## config.mk

```make
export PLATFORM = sky130hd
export DESIGN_NAME = keyed_fifo_queue
export DESIGN_NICKNAME = d
export VERILOG_FILES = /design/src/rtl/kfq_pkg.sv /design/src/rtl/kfq_front.sv /design/src/rtl/kfq_back.sv /design/src/rtl/keyed_fifo_queue.sv
export VERILOG_INCLUDE_DIRS = /design/src /design/src/rtl
export SDC_FILE = /design/constraint.sdc
export NUM_CORES = 2
export LEC_CHECK = 0
export ABC_AREA = 1
export BUFFER_PORTS_ARGS = -buffer_cell sky130_fd_sc_hd__buf_4
export CAP_MARGIN = 20
export CORE_AREA = 3 3 386 388
export CTS_CLUSTER_SIZE = 25
export DETAILED_ROUTE_END_ITERATION = 16
export DIE_AREA = 0 0 389 391
export PLACE_DENSITY_LB_ADDON = 0.08
export SLEW_MARGIN = 30
export SYNTH_ARGS = -nofsm -noshare
export SYNTH_HDL_FRONTEND = slang
export SYNTH_SLANG_ARGS = --single-unit
```

## constraint.sdc

```tcl
create_clock -name clock -period 11.16 [get_ports clock]
set_input_delay 1.116 -clock clock [delete_from_list [all_inputs] [get_ports clock]]
set_output_delay 1.116 -clock clock [all_outputs]
set_load 0.02 [all_outputs]
```

## src/rtl/keyed_fifo_queue_defines.svh

```systemverilog
// Assertion macros shared by the keyed FIFO queue RTL.
`ifndef KEYED_FIFO_QUEUE_DEFINES_SVH
`define KEYED_FIFO_QUEUE_DEFINES_SVH

// The antecedent implies the consequent in the same cycle.
`define KFQ_ASSERT_NOW(label, clk, rst, ante, cons, msg) \
   label: assert property (@(posedge clk) disable iff (rst) (ante) |-> (cons)) else $error(msg);

// The antecedent implies the consequent in the following cycle.
`define KFQ_ASSERT_NEXT(label, clk, rst, ante, cons, msg) \
   label: assert property (@(posedge clk) disable iff (rst) (ante) |=> (cons)) else $error(msg);

`endif

```

## src/rtl/kfq_pkg.sv

```systemverilog
// Shared types and constants of the keyed FIFO queue.
package kfq_pkg;

   // Fixed field widths of the stream payloads.
   localparam int FUNC_W      = 3;
   localparam int FIELD_W     = 32;
   localparam int STATUS_W    = 3;
   localparam int COUNT_W     = 5;
   localparam int REQ_TDATA_W = 64;
   localparam int RSP_TDATA_W = 136;

   // Default configuration.
   localparam int DEPTH_DEF     = 16;
   localparam int KEY_BITS_DEF  = 32;
   localparam int DATA_BITS_DEF = 32;

   // Entries of the command queue between front and back; a power of two.
   localparam int CMD_QDEPTH = 2;

   // Operation codes as they arrive on the request channel.
   localparam logic [FUNC_W-1:0] FUNC_ENQ   = 3'd0;
   localparam logic [FUNC_W-1:0] FUNC_DEQ   = 3'd1;
   localparam logic [FUNC_W-1:0] FUNC_PEEK  = 3'd2;
   localparam logic [FUNC_W-1:0] FUNC_CHG   = 3'd3;
   localparam logic [FUNC_W-1:0] FUNC_CLEAR = 3'd4;

   // Status codes of a response.
   localparam logic [STATUS_W-1:0] ST_OK      = 3'd0;
   localparam logic [STATUS_W-1:0] ST_DUP     = 3'd1;
   localparam logic [STATUS_W-1:0] ST_EMPTY   = 3'd2;
   localparam logic [STATUS_W-1:0] ST_MISSING = 3'd3;
   localparam logic [STATUS_W-1:0] ST_FULL    = 3'd4;

   // Classified operation handed from front to back.
   typedef enum logic [2:0] {
      OP_ENQ,
      OP_DEQ,
      OP_PEEK,
      OP_CHG,
      OP_CLEAR,
      OP_NOP
   } op_type;

endpackage

```

## src/rtl/kfq_front.sv

```systemverilog
// Request front end: decodes each request and buffers it in a short command queue.
module kfq_front
   import kfq_pkg::*;
#(
   parameter int KEY_BITS  = KEY_BITS_DEF,
   parameter int DATA_BITS = DATA_BITS_DEF
) (
   input  logic                   clock,
   input  logic                   reset,
   input  logic                   req_tvalid,
   output logic                   req_tready,
   input  logic [REQ_TDATA_W-1:0] req_tdata,
   input  logic [FUNC_W-1:0]      req_tuser,
   output logic                   cmd_valid,
   input  logic                   cmd_ready,
   output op_type                 cmd_op,
   output logic [KEY_BITS-1:0]    cmd_key,
   output logic [DATA_BITS-1:0]   cmd_data
);

   localparam int QIDX_W = (CMD_QDEPTH > 1) ? $clog2(CMD_QDEPTH) : 1;
   localparam int FILL_W = $clog2(CMD_QDEPTH + 1);

   op_type                op_dec;
   logic [KEY_BITS-1:0]   key_dec;
   logic [DATA_BITS-1:0]  data_dec;
   op_type                q_op_ff   [CMD_QDEPTH];
   logic [KEY_BITS-1:0]   q_key_ff  [CMD_QDEPTH];
   logic [DATA_BITS-1:0]  q_data_ff [CMD_QDEPTH];
   logic [QIDX_W-1:0]     wr_ptr_ff, wr_ptr_in;
   logic [QIDX_W-1:0]     rd_ptr_ff, rd_ptr_in;
   logic [FILL_W-1:0]     fill_ff, fill_in;
   logic                  push, pop;

   always_comb begin
      case (req_tuser)
         FUNC_ENQ:   op_dec = OP_ENQ;
         FUNC_DEQ:   op_dec = OP_DEQ;
         FUNC_PEEK:  op_dec = OP_PEEK;
         FUNC_CHG:   op_dec = OP_CHG;
         FUNC_CLEAR: op_dec = OP_CLEAR;
         default:    op_dec = OP_NOP;
      endcase
   end

   // Keys and data are signed; they are sign-extended or cut to the stored width.
   assign key_dec  = KEY_BITS'(signed'(req_tdata[FIELD_W-1:0]));
   assign data_dec = DATA_BITS'(signed'(req_tdata[2*FIELD_W-1:FIELD_W]));

   assign req_tready = (fill_ff != FILL_W'(CMD_QDEPTH));
   assign cmd_valid  = (fill_ff != '0);
   assign push       = req_tvalid && req_tready;
   assign pop        = cmd_valid && cmd_ready;

   assign cmd_op   = q_op_ff[rd_ptr_ff];
   assign cmd_key  = q_key_ff[rd_ptr_ff];
   assign cmd_data = q_data_ff[rd_ptr_ff];

   always_comb begin
      wr_ptr_in = push ? wr_ptr_ff + 1'b1 : wr_ptr_ff;
      rd_ptr_in = pop ? rd_ptr_ff + 1'b1 : rd_ptr_ff;
      case ({push, pop})
         2'b10:   fill_in = fill_ff + 1'b1;
         2'b01:   fill_in = fill_ff - 1'b1;
         default: fill_in = fill_ff;
      endcase
   end

   always_ff @(posedge clock) begin
      if (reset) begin
         wr_ptr_ff <= '0;
         rd_ptr_ff <= '0;
         fill_ff   <= '0;
      end else begin
         wr_ptr_ff <= wr_ptr_in;
         rd_ptr_ff <= rd_ptr_in;
         fill_ff   <= fill_in;
      end
   end

   always_ff @(posedge clock) begin
      if (push) begin
         q_op_ff[wr_ptr_ff]   <= op_dec;
         q_key_ff[wr_ptr_ff]  <= key_dec;
         q_data_ff[wr_ptr_ff] <= data_dec;
      end
   end

endmodule

```

## src/rtl/kfq_back.sv

```systemverilog
// Execution back end: the ring of key and data entries, the key scan and the response register.
module kfq_back
   import kfq_pkg::*;
#(
   parameter int DEPTH     = DEPTH_DEF,
   parameter int KEY_BITS  = KEY_BITS_DEF,
   parameter int DATA_BITS = DATA_BITS_DEF
) (
   input  logic                   clock,
   input  logic                   reset,
   input  logic                   cmd_valid,
   output logic                   cmd_ready,
   input  op_type                 cmd_op,
   input  logic [KEY_BITS-1:0]    cmd_key,
   input  logic [DATA_BITS-1:0]   cmd_data,
   output logic                   rsp_tvalid,
   input  logic                   rsp_tready,
   output logic [RSP_TDATA_W-1:0] rsp_tdata,
   output logic [STATUS_W-1:0]    rsp_tuser
);

   localparam int IDX_W = $clog2(DEPTH);
   localparam int CNT_W = $clog2(DEPTH + 1);

   typedef enum logic [2:0] {
      S_IDLE,
      S_SCAN,
      S_DEQ,
      S_PEEK,
      S_RESP
   } state_type;

   function automatic logic [IDX_W-1:0] next_pos(input logic [IDX_W-1:0] p);
      next_pos = (p == IDX_W'(DEPTH - 1)) ? '0 : p + 1'b1;
   endfunction

   logic [KEY_BITS-1:0]  key_mem  [DEPTH];
   logic [DATA_BITS-1:0] data_mem [DEPTH];

   state_type            state_ff, state_in;
   op_type               op_ff, op_in;
   logic [KEY_BITS-1:0]  key_ff, key_in;
   logic [DATA_BITS-1:0] data_ff, data_in;
   logic [IDX_W-1:0]     head_ff, head_in;
   logic [IDX_W-1:0]     tail_ff, tail_in;
   logic [CNT_W-1:0]     count_ff, count_in;
   logic [KEY_BITS-1:0]  front_key_ff, front_key_in;
   logic [KEY_BITS-1:0]  rear_key_ff, rear_key_in;
   logic [IDX_W-1:0]     scan_pos_ff, scan_pos_in;
   logic [CNT_W-1:0]     scan_cnt_ff, scan_cnt_in;
   logic                 cmp_vld_ff, cmp_vld_in;
   logic [IDX_W-1:0]     cmp_pos_ff, cmp_pos_in;
   logic [STATUS_W-1:0]  res_status_ff, res_status_in;
   logic [KEY_BITS-1:0]  res_key_ff, res_key_in;
   logic [DATA_BITS-1:0] res_data_ff, res_data_in;

   logic                 rsp_valid_ff, rsp_valid_in;
   logic [STATUS_W-1:0]  rsp_status_ff, rsp_status_in;
   logic [FIELD_W-1:0]   rsp_out_key_ff, rsp_out_key_in;
   logic [FIELD_W-1:0]   rsp_out_data_ff, rsp_out_data_in;
   logic [COUNT_W-1:0]   rsp_count_ff, rsp_count_in;
   logic                 rsp_empty_ff, rsp_empty_in;
   logic [FIELD_W-1:0]   rsp_front_ff, rsp_front_in;
   logic [FIELD_W-1:0]   rsp_rear_ff, rsp_rear_in;

   logic [KEY_BITS-1:0]  key_rd_ff;
   logic [DATA_BITS-1:0] data_rd_ff;
   logic [IDX_W-1:0]     key_raddr, data_raddr;
   logic                 key_we, data_we;
   logic [IDX_W-1:0]     key_waddr, data_waddr;
   logic [DATA_BITS-1:0] data_wdata;

   logic                 slot_free, hit, issue, miss, full, empty;

   assign slot_free = !rsp_valid_ff || rsp_tready;
   assign cmd_ready = (state_ff == S_IDLE) && slot_free;
   assign hit       = cmp_vld_ff && (key_rd_ff == key_ff);
   assign issue     = (scan_cnt_ff != count_ff);
   assign miss      = !cmp_vld_ff && !issue;
   assign full      = (count_ff == CNT_W'(DEPTH));
   assign empty     = (count_ff == '0);

   always_comb begin
      state_in        = state_ff;
      op_in           = op_ff;
      key_in          = key_ff;
      data_in         = data_ff;
      head_in         = head_ff;
      tail_in         = tail_ff;
      count_in        = count_ff;
      front_key_in    = front_key_ff;
      rear_key_in     = rear_key_ff;
      scan_pos_in     = scan_pos_ff;
      scan_cnt_in     = scan_cnt_ff;
      cmp_vld_in      = 1'b0;
      cmp_pos_in      = cmp_pos_ff;
      res_status_in   = res_status_ff;
      res_key_in      = res_key_ff;
      res_data_in     = res_data_ff;
      rsp_valid_in    = rsp_valid_ff && !rsp_tready;
      rsp_status_in   = rsp_status_ff;
      rsp_out_key_in  = rsp_out_key_ff;
      rsp_out_data_in = rsp_out_data_ff;
      rsp_count_in    = rsp_count_ff;
      rsp_empty_in    = rsp_empty_ff;
      rsp_front_in    = rsp_front_ff;
      rsp_rear_in     = rsp_rear_ff;
      key_raddr       = scan_pos_ff;
      data_raddr      = cmp_pos_ff;
      key_we          = 1'b0;
      key_waddr       = tail_ff;
      data_we         = 1'b0;
      data_waddr      = tail_ff;
      data_wdata      = data_ff;

      case (state_ff)
         S_IDLE: begin
            if (cmd_valid && slot_free) begin
               op_in         = cmd_op;
               key_in        = cmd_key;
               data_in       = cmd_data;
               res_status_in = ST_OK;
               res_key_in    = '0;
               res_data_in   = '0;
               scan_pos_in   = head_ff;
               scan_cnt_in   = '0;
               case (cmd_op)
                  OP_ENQ, OP_PEEK, OP_CHG: begin
                     state_in = S_SCAN;
                  end
                  OP_DEQ: begin
                     if (empty) begin
                        res_status_in = ST_EMPTY;
                        state_in      = S_RESP;
                     end else begin
                        // The front key is already held; fetch the one behind it.
                        key_raddr  = next_pos(head_ff);
                        data_raddr = head_ff;
                        state_in   = S_DEQ;
                     end
                  end
                  OP_CLEAR: begin
                     head_in  = '0;
                     tail_in  = '0;
                     count_in = '0;
                     state_in = S_RESP;
                  end
                  default: begin
                     state_in = S_RESP;
                  end
               endcase
            end
         end

         S_SCAN: begin
            // Reads are issued one per cycle and compared in the following cycle.
            if (issue) begin
               key_raddr   = scan_pos_ff;
               scan_pos_in = next_pos(scan_pos_ff);
               scan_cnt_in = scan_cnt_ff + 1'b1;
               cmp_pos_in  = scan_pos_ff;
               cmp_vld_in  = 1'b1;
            end
            if (hit) begin
               case (op_ff)
                  OP_ENQ: begin
                     res_status_in = ST_DUP;
                     state_in      = S_RESP;
                  end
                  OP_PEEK: begin
                     data_raddr = cmp_pos_ff;
                     state_in   = S_PEEK;
                  end
                  default: begin
                     data_we    = 1'b1;
                     data_waddr = cmp_pos_ff;
                     data_wdata = data_ff;
                     state_in   = S_RESP;
                  end
               endcase
            end else if (miss) begin
               state_in = S_RESP;
               if (op_ff == OP_ENQ) begin
                  if (full) begin
                     res_status_in = ST_FULL;
                  end else begin
                     key_we      = 1'b1;
                     key_waddr   = tail_ff;
                     data_we     = 1'b1;
                     data_waddr  = tail_ff;
                     data_wdata  = data_ff;
                     tail_in     = next_pos(tail_ff);
                     count_in    = count_ff + 1'b1;
                     rear_key_in = key_ff;
                     if (empty) begin
                        front_key_in = key_ff;
                     end
                  end
               end else begin
                  res_status_in = ST_MISSING;
               end
            end
         end

         S_DEQ: begin
            res_key_in   = front_key_ff;
            res_data_in  = data_rd_ff;
            front_key_in = key_rd_ff;
            head_in      = next_pos(head_ff);
            count_in     = count_ff - 1'b1;
            state_in     = S_RESP;
         end

         S_PEEK: begin
            res_data_in = data_rd_ff;
            state_in    = S_RESP;
         end

         S_RESP: begin
            rsp_valid_in    = 1'b1;
            rsp_status_in   = res_status_ff;
            rsp_out_key_in  = FIELD_W'(signed'(res_key_ff));
            rsp_out_data_in = FIELD_W'(signed'(res_data_ff));
            rsp_count_in    = COUNT_W'(count_ff);
            rsp_empty_in    = empty;
            rsp_front_in    = empty ? '0 : FIELD_W'(signed'(front_key_ff));
            rsp_rear_in     = empty ? '0 : FIELD_W'(signed'(rear_key_ff));
            state_in        = S_IDLE;
         end

         default: begin
            state_in = S_IDLE;
         end
      endcase
   end

   always_ff @(posedge clock) begin
      if (reset) begin
         state_ff     <= S_IDLE;
         head_ff      <= '0;
         tail_ff      <= '0;
         count_ff     <= '0;
         cmp_vld_ff   <= 1'b0;
         rsp_valid_ff <= 1'b0;
      end else begin
         state_ff        <= state_in;
         op_ff           <= op_in;
         key_ff          <= key_in;
         data_ff         <= data_in;
         head_ff         <= head_in;
         tail_ff         <= tail_in;
         count_ff        <= count_in;
         front_key_ff    <= front_key_in;
         rear_key_ff     <= rear_key_in;
         scan_pos_ff     <= scan_pos_in;
         scan_cnt_ff     <= scan_cnt_in;
         cmp_vld_ff      <= cmp_vld_in;
         cmp_pos_ff      <= cmp_pos_in;
         res_status_ff   <= res_status_in;
         res_key_ff      <= res_key_in;
         res_data_ff     <= res_data_in;
         rsp_valid_ff    <= rsp_valid_in;
         rsp_status_ff   <= rsp_status_in;
         rsp_out_key_ff  <= rsp_out_key_in;
         rsp_out_data_ff <= rsp_out_data_in;
         rsp_count_ff    <= rsp_count_in;
         rsp_empty_ff    <= rsp_empty_in;
         rsp_front_ff    <= rsp_front_in;
         rsp_rear_ff     <= rsp_rear_in;
      end
   end

   always_ff @(posedge clock) begin
      if (key_we) begin
         key_mem[key_waddr] <= key_ff;
      end
      key_rd_ff <= key_mem[key_raddr];
   end

   always_ff @(posedge clock) begin
      if (data_we) begin
         data_mem[data_waddr] <= data_wdata;
      end
      data_rd_ff <= data_mem[data_raddr];
   end

   assign rsp_tvalid = rsp_valid_ff;
   assign rsp_tuser  = rsp_status_ff;
   assign rsp_tdata  = {2'b00, rsp_rear_ff, rsp_front_ff, rsp_empty_ff, rsp_count_ff,
                        rsp_out_data_ff, rsp_out_key_ff};

endmodule

```

## src/rtl/keyed_fifo_queue.sv

```systemverilog
// Top level of the keyed FIFO queue: request decoder, command queue and execution back end.
//
//   Channel  Direction  Payload
//   req_*    in         tuser: func; tdata: in_key, in_data
//   rsp_*    out        tuser: status; tdata: out_key, out_data, item_count,
//                       queue_empty, front_key, rear_key
//
// Requests are decoded and held in a two-entry command queue, so a new request
// transaction is taken while an earlier one executes or its response waits.
// Dequeue passes through a read state before the response state; clear and unused
// codes go straight to the response state. Enqueue, peek and change last as long as
// the key scan, which reads one entry per cycle through the key memory's read port.
// Reset clears the state, the ring pointers, the count and the valid flags; entry
// storage is never swept. The response register holds its transaction while rsp_tready is low.
`include "keyed_fifo_queue_defines.svh"

module keyed_fifo_queue
   import kfq_pkg::*;
#(
   parameter int DEPTH     = DEPTH_DEF,
   parameter int KEY_BITS  = KEY_BITS_DEF,
   parameter int DATA_BITS = DATA_BITS_DEF
) (
   input  logic                   clock,
   input  logic                   reset,
   input  logic                   req_tvalid,
   output logic                   req_tready,
   // [31:0] in_key, [63:32] in_data
   input  logic [REQ_TDATA_W-1:0] req_tdata,
   // [2:0] func
   input  logic [FUNC_W-1:0]      req_tuser,
   output logic                   rsp_tvalid,
   input  logic                   rsp_tready,
   // [31:0] out_key, [63:32] out_data, [68:64] item_count, [69] queue_empty,
   // [101:70] front_key, [133:102] rear_key, [135:134] zero
   output logic [RSP_TDATA_W-1:0] rsp_tdata,
   // [2:0] status
   output logic [STATUS_W-1:0]    rsp_tuser
);

   logic                 cmd_valid;
   logic                 cmd_ready;
   op_type               cmd_op;
   logic [KEY_BITS-1:0]  cmd_key;
   logic [DATA_BITS-1:0] cmd_data;

   // The front end decodes the operation and sign-extends or narrows key and data to the stored width.
   kfq_front #(
      .KEY_BITS  (KEY_BITS),
      .DATA_BITS (DATA_BITS)
   ) u_front (
      .clock      (clock),
      .reset      (reset),
      .req_tvalid (req_tvalid),
      .req_tready (req_tready),
      .req_tdata  (req_tdata),
      .req_tuser  (req_tuser),
      .cmd_valid  (cmd_valid),
      .cmd_ready  (cmd_ready),
      .cmd_op     (cmd_op),
      .cmd_key    (cmd_key),
      .cmd_data   (cmd_data)
   );

   // The back end owns the ring and takes a command only when it is idle and its response slot is free.
   kfq_back #(
      .DEPTH     (DEPTH),
      .KEY_BITS  (KEY_BITS),
      .DATA_BITS (DATA_BITS)
   ) u_back (
      .clock      (clock),
      .reset      (reset),
      .cmd_valid  (cmd_valid),
      .cmd_ready  (cmd_ready),
      .cmd_op     (cmd_op),
      .cmd_key    (cmd_key),
      .cmd_data   (cmd_data),
      .rsp_tvalid (rsp_tvalid),
      .rsp_tready (rsp_tready),
      .rsp_tdata  (rsp_tdata),
      .rsp_tuser  (rsp_tuser)
   );

   // An empty queue reports a zero count and zero front and rear keys.
   `KFQ_ASSERT_NOW(a_empty_fields, clock, reset, rsp_tvalid && rsp_tdata[69],
                   (rsp_tdata[68:64] == '0) && (rsp_tdata[133:70] == '0),
                   "empty response with stale fields")

   // Only a successful operation returns a key.
   `KFQ_ASSERT_NOW(a_key_only_ok, clock, reset, rsp_tvalid && (rsp_tdata[31:0] != '0),
                   rsp_tuser == ST_OK, "key returned with failing status")

   // Duplicate and full refusals can only happen with entries stored.
   `KFQ_ASSERT_NOW(a_refusal_nonempty, clock, reset,
                   rsp_tvalid && ((rsp_tuser == ST_DUP) || (rsp_tuser == ST_FULL)),
                   !rsp_tdata[69], "refusal reported on an empty queue")

   // Responses are never issued back to back.
   `KFQ_ASSERT_NEXT(a_resp_gap, clock, reset, rsp_tvalid && rsp_tready, !rsp_tvalid,
                    "response issued in the cycle after a transfer")

endmodule
```

**After elaboration in Yosys (flattened, before gate mapping)**

Memories as Yosys holds them, arrays and structs flattened. A register that Yosys moved wholly into a read port is not among the register bits.
Index checks and enable logic that the tools add are counted.

- Register bits after elaboration: 306
- RAM bits: 1,158
- Bits of input ports: 71
- Output and inout bits: 141
- Word-level logic and storage cells: 198
- Memories: 5

Memory list:

| name | words | width | rd ports | clocked after Yosys merged registers in | write ports | line | text |
|---|---|---|---|---|---|---|---|
| u_back.data_mem | 16 | 32 | 1 | 1 | 1 | kfq_back.sv:38 | `logic [DATA_BITS-1:0] data_mem [DEPTH];` |
| u_back.key_mem | 16 | 32 | 1 | 1 | 1 | kfq_back.sv:37 | `logic [KEY_BITS-1:0] key_mem [DEPTH];` |
| u_front.q_data_ff | 2 | 32 | 1 | 1 | 1 | kfq_front.sv:29 | `logic [DATA_BITS-1:0] q_data_ff [CMD_QDEPTH];` |
| u_front.q_key_ff | 2 | 32 | 1 | 1 | 1 | kfq_front.sv:28 | `logic [KEY_BITS-1:0] q_key_ff [CMD_QDEPTH];` |
| u_front.q_op_ff | 2 | 3 | 1 | 1 | 1 | kfq_front.sv:27 | `op_type q_op_ff [CMD_QDEPTH];` |

- $add $sub $neg: 10
- Equal/unequal tests: 33
- Mux-type cells: 80
- Bitwise gates (word level): 4
- Reductions and logical operators: 41

Operators by type and width:

| kind | count |
|---|---|
| $mux 32 | 6 |
| $pmux 32 s2 | 3 |
| $mux 4 | 22 |
| $mux 5 | 8 |
| $mux 3 | 12 |
| $eq 32x32->1 | 1 |
| $pmux 4 s2 | 3 |
| $eq 3x2->1 const B | 7 |
| $reduce_and 7->1 | 3 |
| $mux 1 | 18 |
| $pmux 3 s5 | 1 |
| $pmux 5 s3 | 1 |
| $reduce_and 3->1 | 5 |
| $add 4x1->4 const B | 3 |
| $eq 4x4->1 const B | 3 |
| $logic_not 3->1 | 4 |
| $pmux 3 s2 | 2 |
| $reduce_and 6->1 | 2 |
| $reduce_bool 2->1 | 6 |
| $add 5x1->5 const B | 2 |
| $ne 2x2->1 const B | 5 |
| $pmux 5 s2 | 1 |
| $eq 3x1->1 const B | 3 |
| $eq 3x3->1 const B | 3 |
| 25 further kinds | 44 |

**Longest topological paths before layout**

- Depth in word-level cells: 8
- Mapped depth: 15
- Depth with buffers taken out: 14

**Cells and area by module**

From an unflattened synthesis, not the netlist that was laid out.

- Cell total of the unflattened synthesis: 5,186
- Area, all modules: 63,322.0 um2

By module, submodules not included:

| module | instances | cells each | area an instance (um2) | seq. area each (um2) |
|---|---|---|---|---|
| kfq_back | 1 | 4,936 | 58,114.5 | 42,841.1 |
| kfq_front | 1 | 250 | 5,207.5 | 4,124.0 |

**Worst setup path after synthesis**

Ideal clock, no wire load.

- Path kind: input to register
- From: input port reset
- To: register u_back.rsp_count_ff[0], enable pin
- Arrival: 7.241 ns
- Data required time: 10.525 ns
- Slack: 3.284 ns
- Cell stages on the path: 3
- Buffers on the path: 2
- Cells stage by stage: clkbuf_1 -> buf_1 -> nor2_1

- Longest elaborated chain between the ends: 2

Ends and longest elaborated chain:

| item | line | text |
|---|---|---|
| from (decl) | keyed_fifo_queue.sv:25 | `input logic reset,` |
| $not 1->1 (no line) | - |  |
| $reduce_and 2->1 (no line) | - |  |
| to (signal assigned) | kfq_back.sv:266 | `rsp_count_ff <= rsp_count_in;` |
| to (decl) | kfq_back.sv:61 | `logic [COUNT_W-1:0] rsp_count_ff, rsp_count_in;` |

Every way passes these cells.
A chain may end at the register's enable or synchronous reset.

**Final worst setup path**

- From: register u_back.key_ff[28] (read register of u_front.q_key_ff)
- To: memory u_back.data_mem[13][17] (netlist bit), enable pin

- Longest elaborated chain between the ends: 6

Ends and longest elaborated chain:

| item | line | text |
|---|---|---|
| from (decl) | kfq_back.sv:42 | `logic [KEY_BITS-1:0] key_ff, key_in;` |
| $eq 32x32->1 (*) | kfq_back.sv:77 | `assign hit = cmp_vld_ff && (key_rd_ff == key_ff);` |
| $logic_and 1x1->1 (*) | kfq_back.sv:77 |  |
| $mux 1 | kfq_back.sv:164 | `if (hit) begin` |
| $mux 1 | kfq_back.sv:116 | `case (state_ff)` |
| $mux 1 | kfq_back.sv:281 | `if (data_we) begin` |
| $mux 1 (not written as such) | kfq_back.sv:282 | `data_mem[data_waddr] <= data_wdata;` |
| to (decl) | kfq_back.sv:38 |  |

Every way passes the cells marked *; elsewhere a longest branch is shown, timed or not.

==> impl_metrics.yaml <==
route:
  ant_nets: 0
  firstDrtPassIters: 10
  viasPerCell: 4.94
  vias: 40883
  drc_errors: 0
  wl_um: 172000
  routedWlPerCell_um: 20.8
  drt_iter0_markers: 3985
logic_synthesis:
  synth-edff-count: 1506
  synth_top_area_share_pct: 69.2
  yosys_most_used_dff: "edfxtp_1"
  yosysTopAreaCell: "edfxtp_1"
  synth.avg_cell_area_um2: 10.9
  async_reset_ff_share_pct: 0
  yosysWarnings: 0
  yosysSeqAreaShare_pct: 71.8
  synth_area_leaders: "edfxtp_1 (69%), nand2_1 (9.1%), inv_1 (7.4%)"
  synth_cell_type_count: 41
  netlist_area_um2: 65400
  syn-instance-count: 5995
  ys_ff_latch: 1593
floorplanning:
  initial_core_util_pct: 44.9
  core_area_um2: 146000
  num_io_pins: 212
  rows: 140
  die_area_um2: 152000
  die_w_um: 389
  dieHeight_um: 391
grt:
  grt_max_degree: 194
  grt_util_all_layers_pct: 22.6
  grt_pass1_wl_um: 253000
  grt_overflow: 0
  grt_pass1_vias: 38296
  grt_antenna_before_repair: 30
clocking:
  cts_buffer_depth: 3
  cts_tree: "built"
  path_clk_slew_ns: 0.06
  cts_buffers: 171
  htreeDepth: 4
  cts-resized-gates: 0
  cts_hold_buffers: 0
  clock_latency_ns: 0.80
  post-cts-setup-buffers: 0
  cts_sinks: 1593
  root_buffer: "clkbuf_16"
sta:
  finalWorstSetupSlack_ns: 6.55
  skew_ns: 0.0348
  fin_crit_sh_pct: 41.3
  tns_ns: 0
  whs_ns: 0.415
  slew_viol_final: 0
  rsz0062_at_grt: "false"
  max-slew-margin-rel_pct: 33.0
  tightest_slew_ns: 1.00
  hold_viol_final: 0
  clock.fmax_ghz: 0.217
  period_minus_slack_ns: 4.61
  setup_viol: 0
worst_setup_path:
  worst_path_largest_cell_delay_ns: 1.00
  worstPathCellList: "nand2_1 -> nand2_1 -> nand4_1 -> nand3b_1 -> nor2_1 -> nand3_1 -> nand2_1 -> nand3_1 -> nor2_4 -> buf_4"
  cpMaxStageDelayCell: "edfxtp_1"
  path_delay_family: "simple AND/OR/NAND/NOR gates"
  worstReg2RegStart: "u_back.key_ff[28]"
  worstPathRequired_ns: 11.57
  path_buf_inv: 1
  crit_start: "u_back.key_ff[28]"
  worstSetupEndpointType: "flop"
  crit_arrival_ns: 5.02
  start_kind: "flop"
  path_common_cell: "nand2_1"
  cp_max_fo: 26
  crit_type: "flop to flop"
place:
  dpl.cell_count: 7961
  io_buffer_count: 209
  post_dp_cell_area_um2: 69400
  dp_slack_ns: 6.58
  gp_congestion: 0.824
  dp_hpwl_um: 93300
final_layout:
  nNetsFinal: 6300
  fin_cells: 8279
  stdcell_area_um2: 75000
  drive_above_1_share_pct: 9.64
  syn_to_final_growth_pct: 14.7
min_path:
  min_path_type: "flop to flop"
  min_from: "u_back.res_data_ff[5]"
status:
  outcome: "finished clean"
power_and_ir_drop:
  ir_drop_mv: 0.184
  pwr_density_cell_nw_per_um2: 226
  total_leakage_power_uw: 0.0321
job:
  maxCapViolCount: 0
==> synthesized netlist by cell type, drive strengths merged, types with 2 or more instances <==
library cell / instances
nand4: 18
xnor2: 4
xor2: 8
nand2: 1592
a31oi: 2
buf: 172
dfxtp: 87
nand3: 927
clkbuf: 82
inv: 1297
a21oi: 20
o21ai: 67
nor2: 164
a22oi: 4
nor4: 12
a211oi: 3
ha: 11
nor3: 9
edfxtp: 1506
==> layer usage <==
| layer | wire [um] | share of wire (%) | vias up | global-route usage (%) |
|---|---|---|---|---|
| met2 | 74900 | 44 | 1394 | 33.3 |
| met1 | 80400 | 47 | 19525 | 34.5 |
| li1 | - | - | 19743 | - |
| met5 | 13 | 0.0076 | - | 0 |
| met4 | 3130 | 1.8 | 2 | 5.92 |
| met3 | 13600 | 7.9 | 219 | 3.91 |
==> flip-flops by register name, indices dropped and copies added (netlist names), 64 cells and up, named ones only <==
name               cells
u_front.q_data_ff     64
u_back.data_mem      512
u_back.key_mem       512
u_front.q_key_ff      64
==> kinds of logic after synthesis <==
group | count (synthesis) | share of synthesized area, %
other | 1 | 0.00574
AOI/OAI and AO/OA | 100 | 0.856
and+or+nand+nor | 2725 | 17.6
xor gates and xnor gates | 12 | 0.161
buffers and inverters | 1552 | 9.25
adders and majority gates | 12 | 0.241
DFF | 1593 | 71.8
==> through the flow <==
stage          power (uW)  utilization [%]
4_1_cts             17100             51.4
3_3_place_gp        11400             47.6
5_1_grt             17700             51.5
3_5_place_dp        11500             47.6
2_1_floorplan        9960                -
6_report            16900             51.5
==> final timing paths <==
kind | end | slack, ns | depth (start not counted)
max | u_back.data_mem[13][17] | 6.55 | 10
min | u_back.rsp_out_data_ff[5] | 0.42 | 0
max reg2reg | u_back.data_mem[13][17] | 6.55 | 10
min reg2reg | u_back.rsp_out_data_ff[5] | 0.42 | 0
==> cell type report <==
| class | instances | area [um^2] |
|---|---|---|
| fillers | 12792 | 70700 |
| flip-flops and latches | 1593 | 47000 |
| multi-input cells | 2851 | 12800 |
| clock buffers | 244 | 4880 |
| inverters | 1298 | 4880 |
| repair buffers | 302 | 2430 |
| well taps | 1917 | 2400 |
| clock inverters | 69 | 664 |
| diodes | 5 | 12.5 |
==> power by group <==
| part | internal, uW | switching, uW | total (uW) | leakage, uW |
|---|---|---|---|---|
| Clock | 3310 | 2270 | 5590 | 0.00272 |
| Sequential | 7360 | 493 | 7850 | 0.0144 |
| Combinational | 910 | 2560 | 3470 | 0.0150 |
==> placed cells by master (no fill, tap or decap), types with 3 or more instances in the layout <==
master,netlist,layout
clkbuf_1,82,50
xnor2_1,4,4
o21ai_2,7,3
clkinv_2,0,26
ha_1,11,11
nor2_1,161,139
clkinv_1,1,22
clkbuf_16,0,180
buf_6,1,6
bufinv_16,0,12
buf_12,0,5
nand2_1,1590,1585
nand4_1,17,17
o21ai_4,0,7
buf_4,10,287
diode_2,0,5
buf_16,0,4
nor3_1,9,5
dfxtp_1,87,86
a21oi_1,20,18
nand2_4,0,5
nor2_4,1,24
o21ai_0,57,57
edfxtp_1,1506,1506
nor4_2,0,12
xor2_1,8,8
inv_2,4,3
clkbuf_8,0,14
nand3_1,926,926
inv_1,1293,1292
nor3_2,0,4
inv_6,0,6
a22oi_1,4,4
==> worst register-to-register path, cell delays in order (launching register included) <==
cell      delay (ns)
edfxtp_1        1.00
nand2_1         0.13
nand2_1         0.14
nand4_1         0.17
nand3b_1        0.24
nor2_1          0.62
nand3_1         0.37
nand2_1         0.24
nand3_1         0.35
nor2_4          0.38
buf_4           0.56
Power figures use the tool's default switching activity.
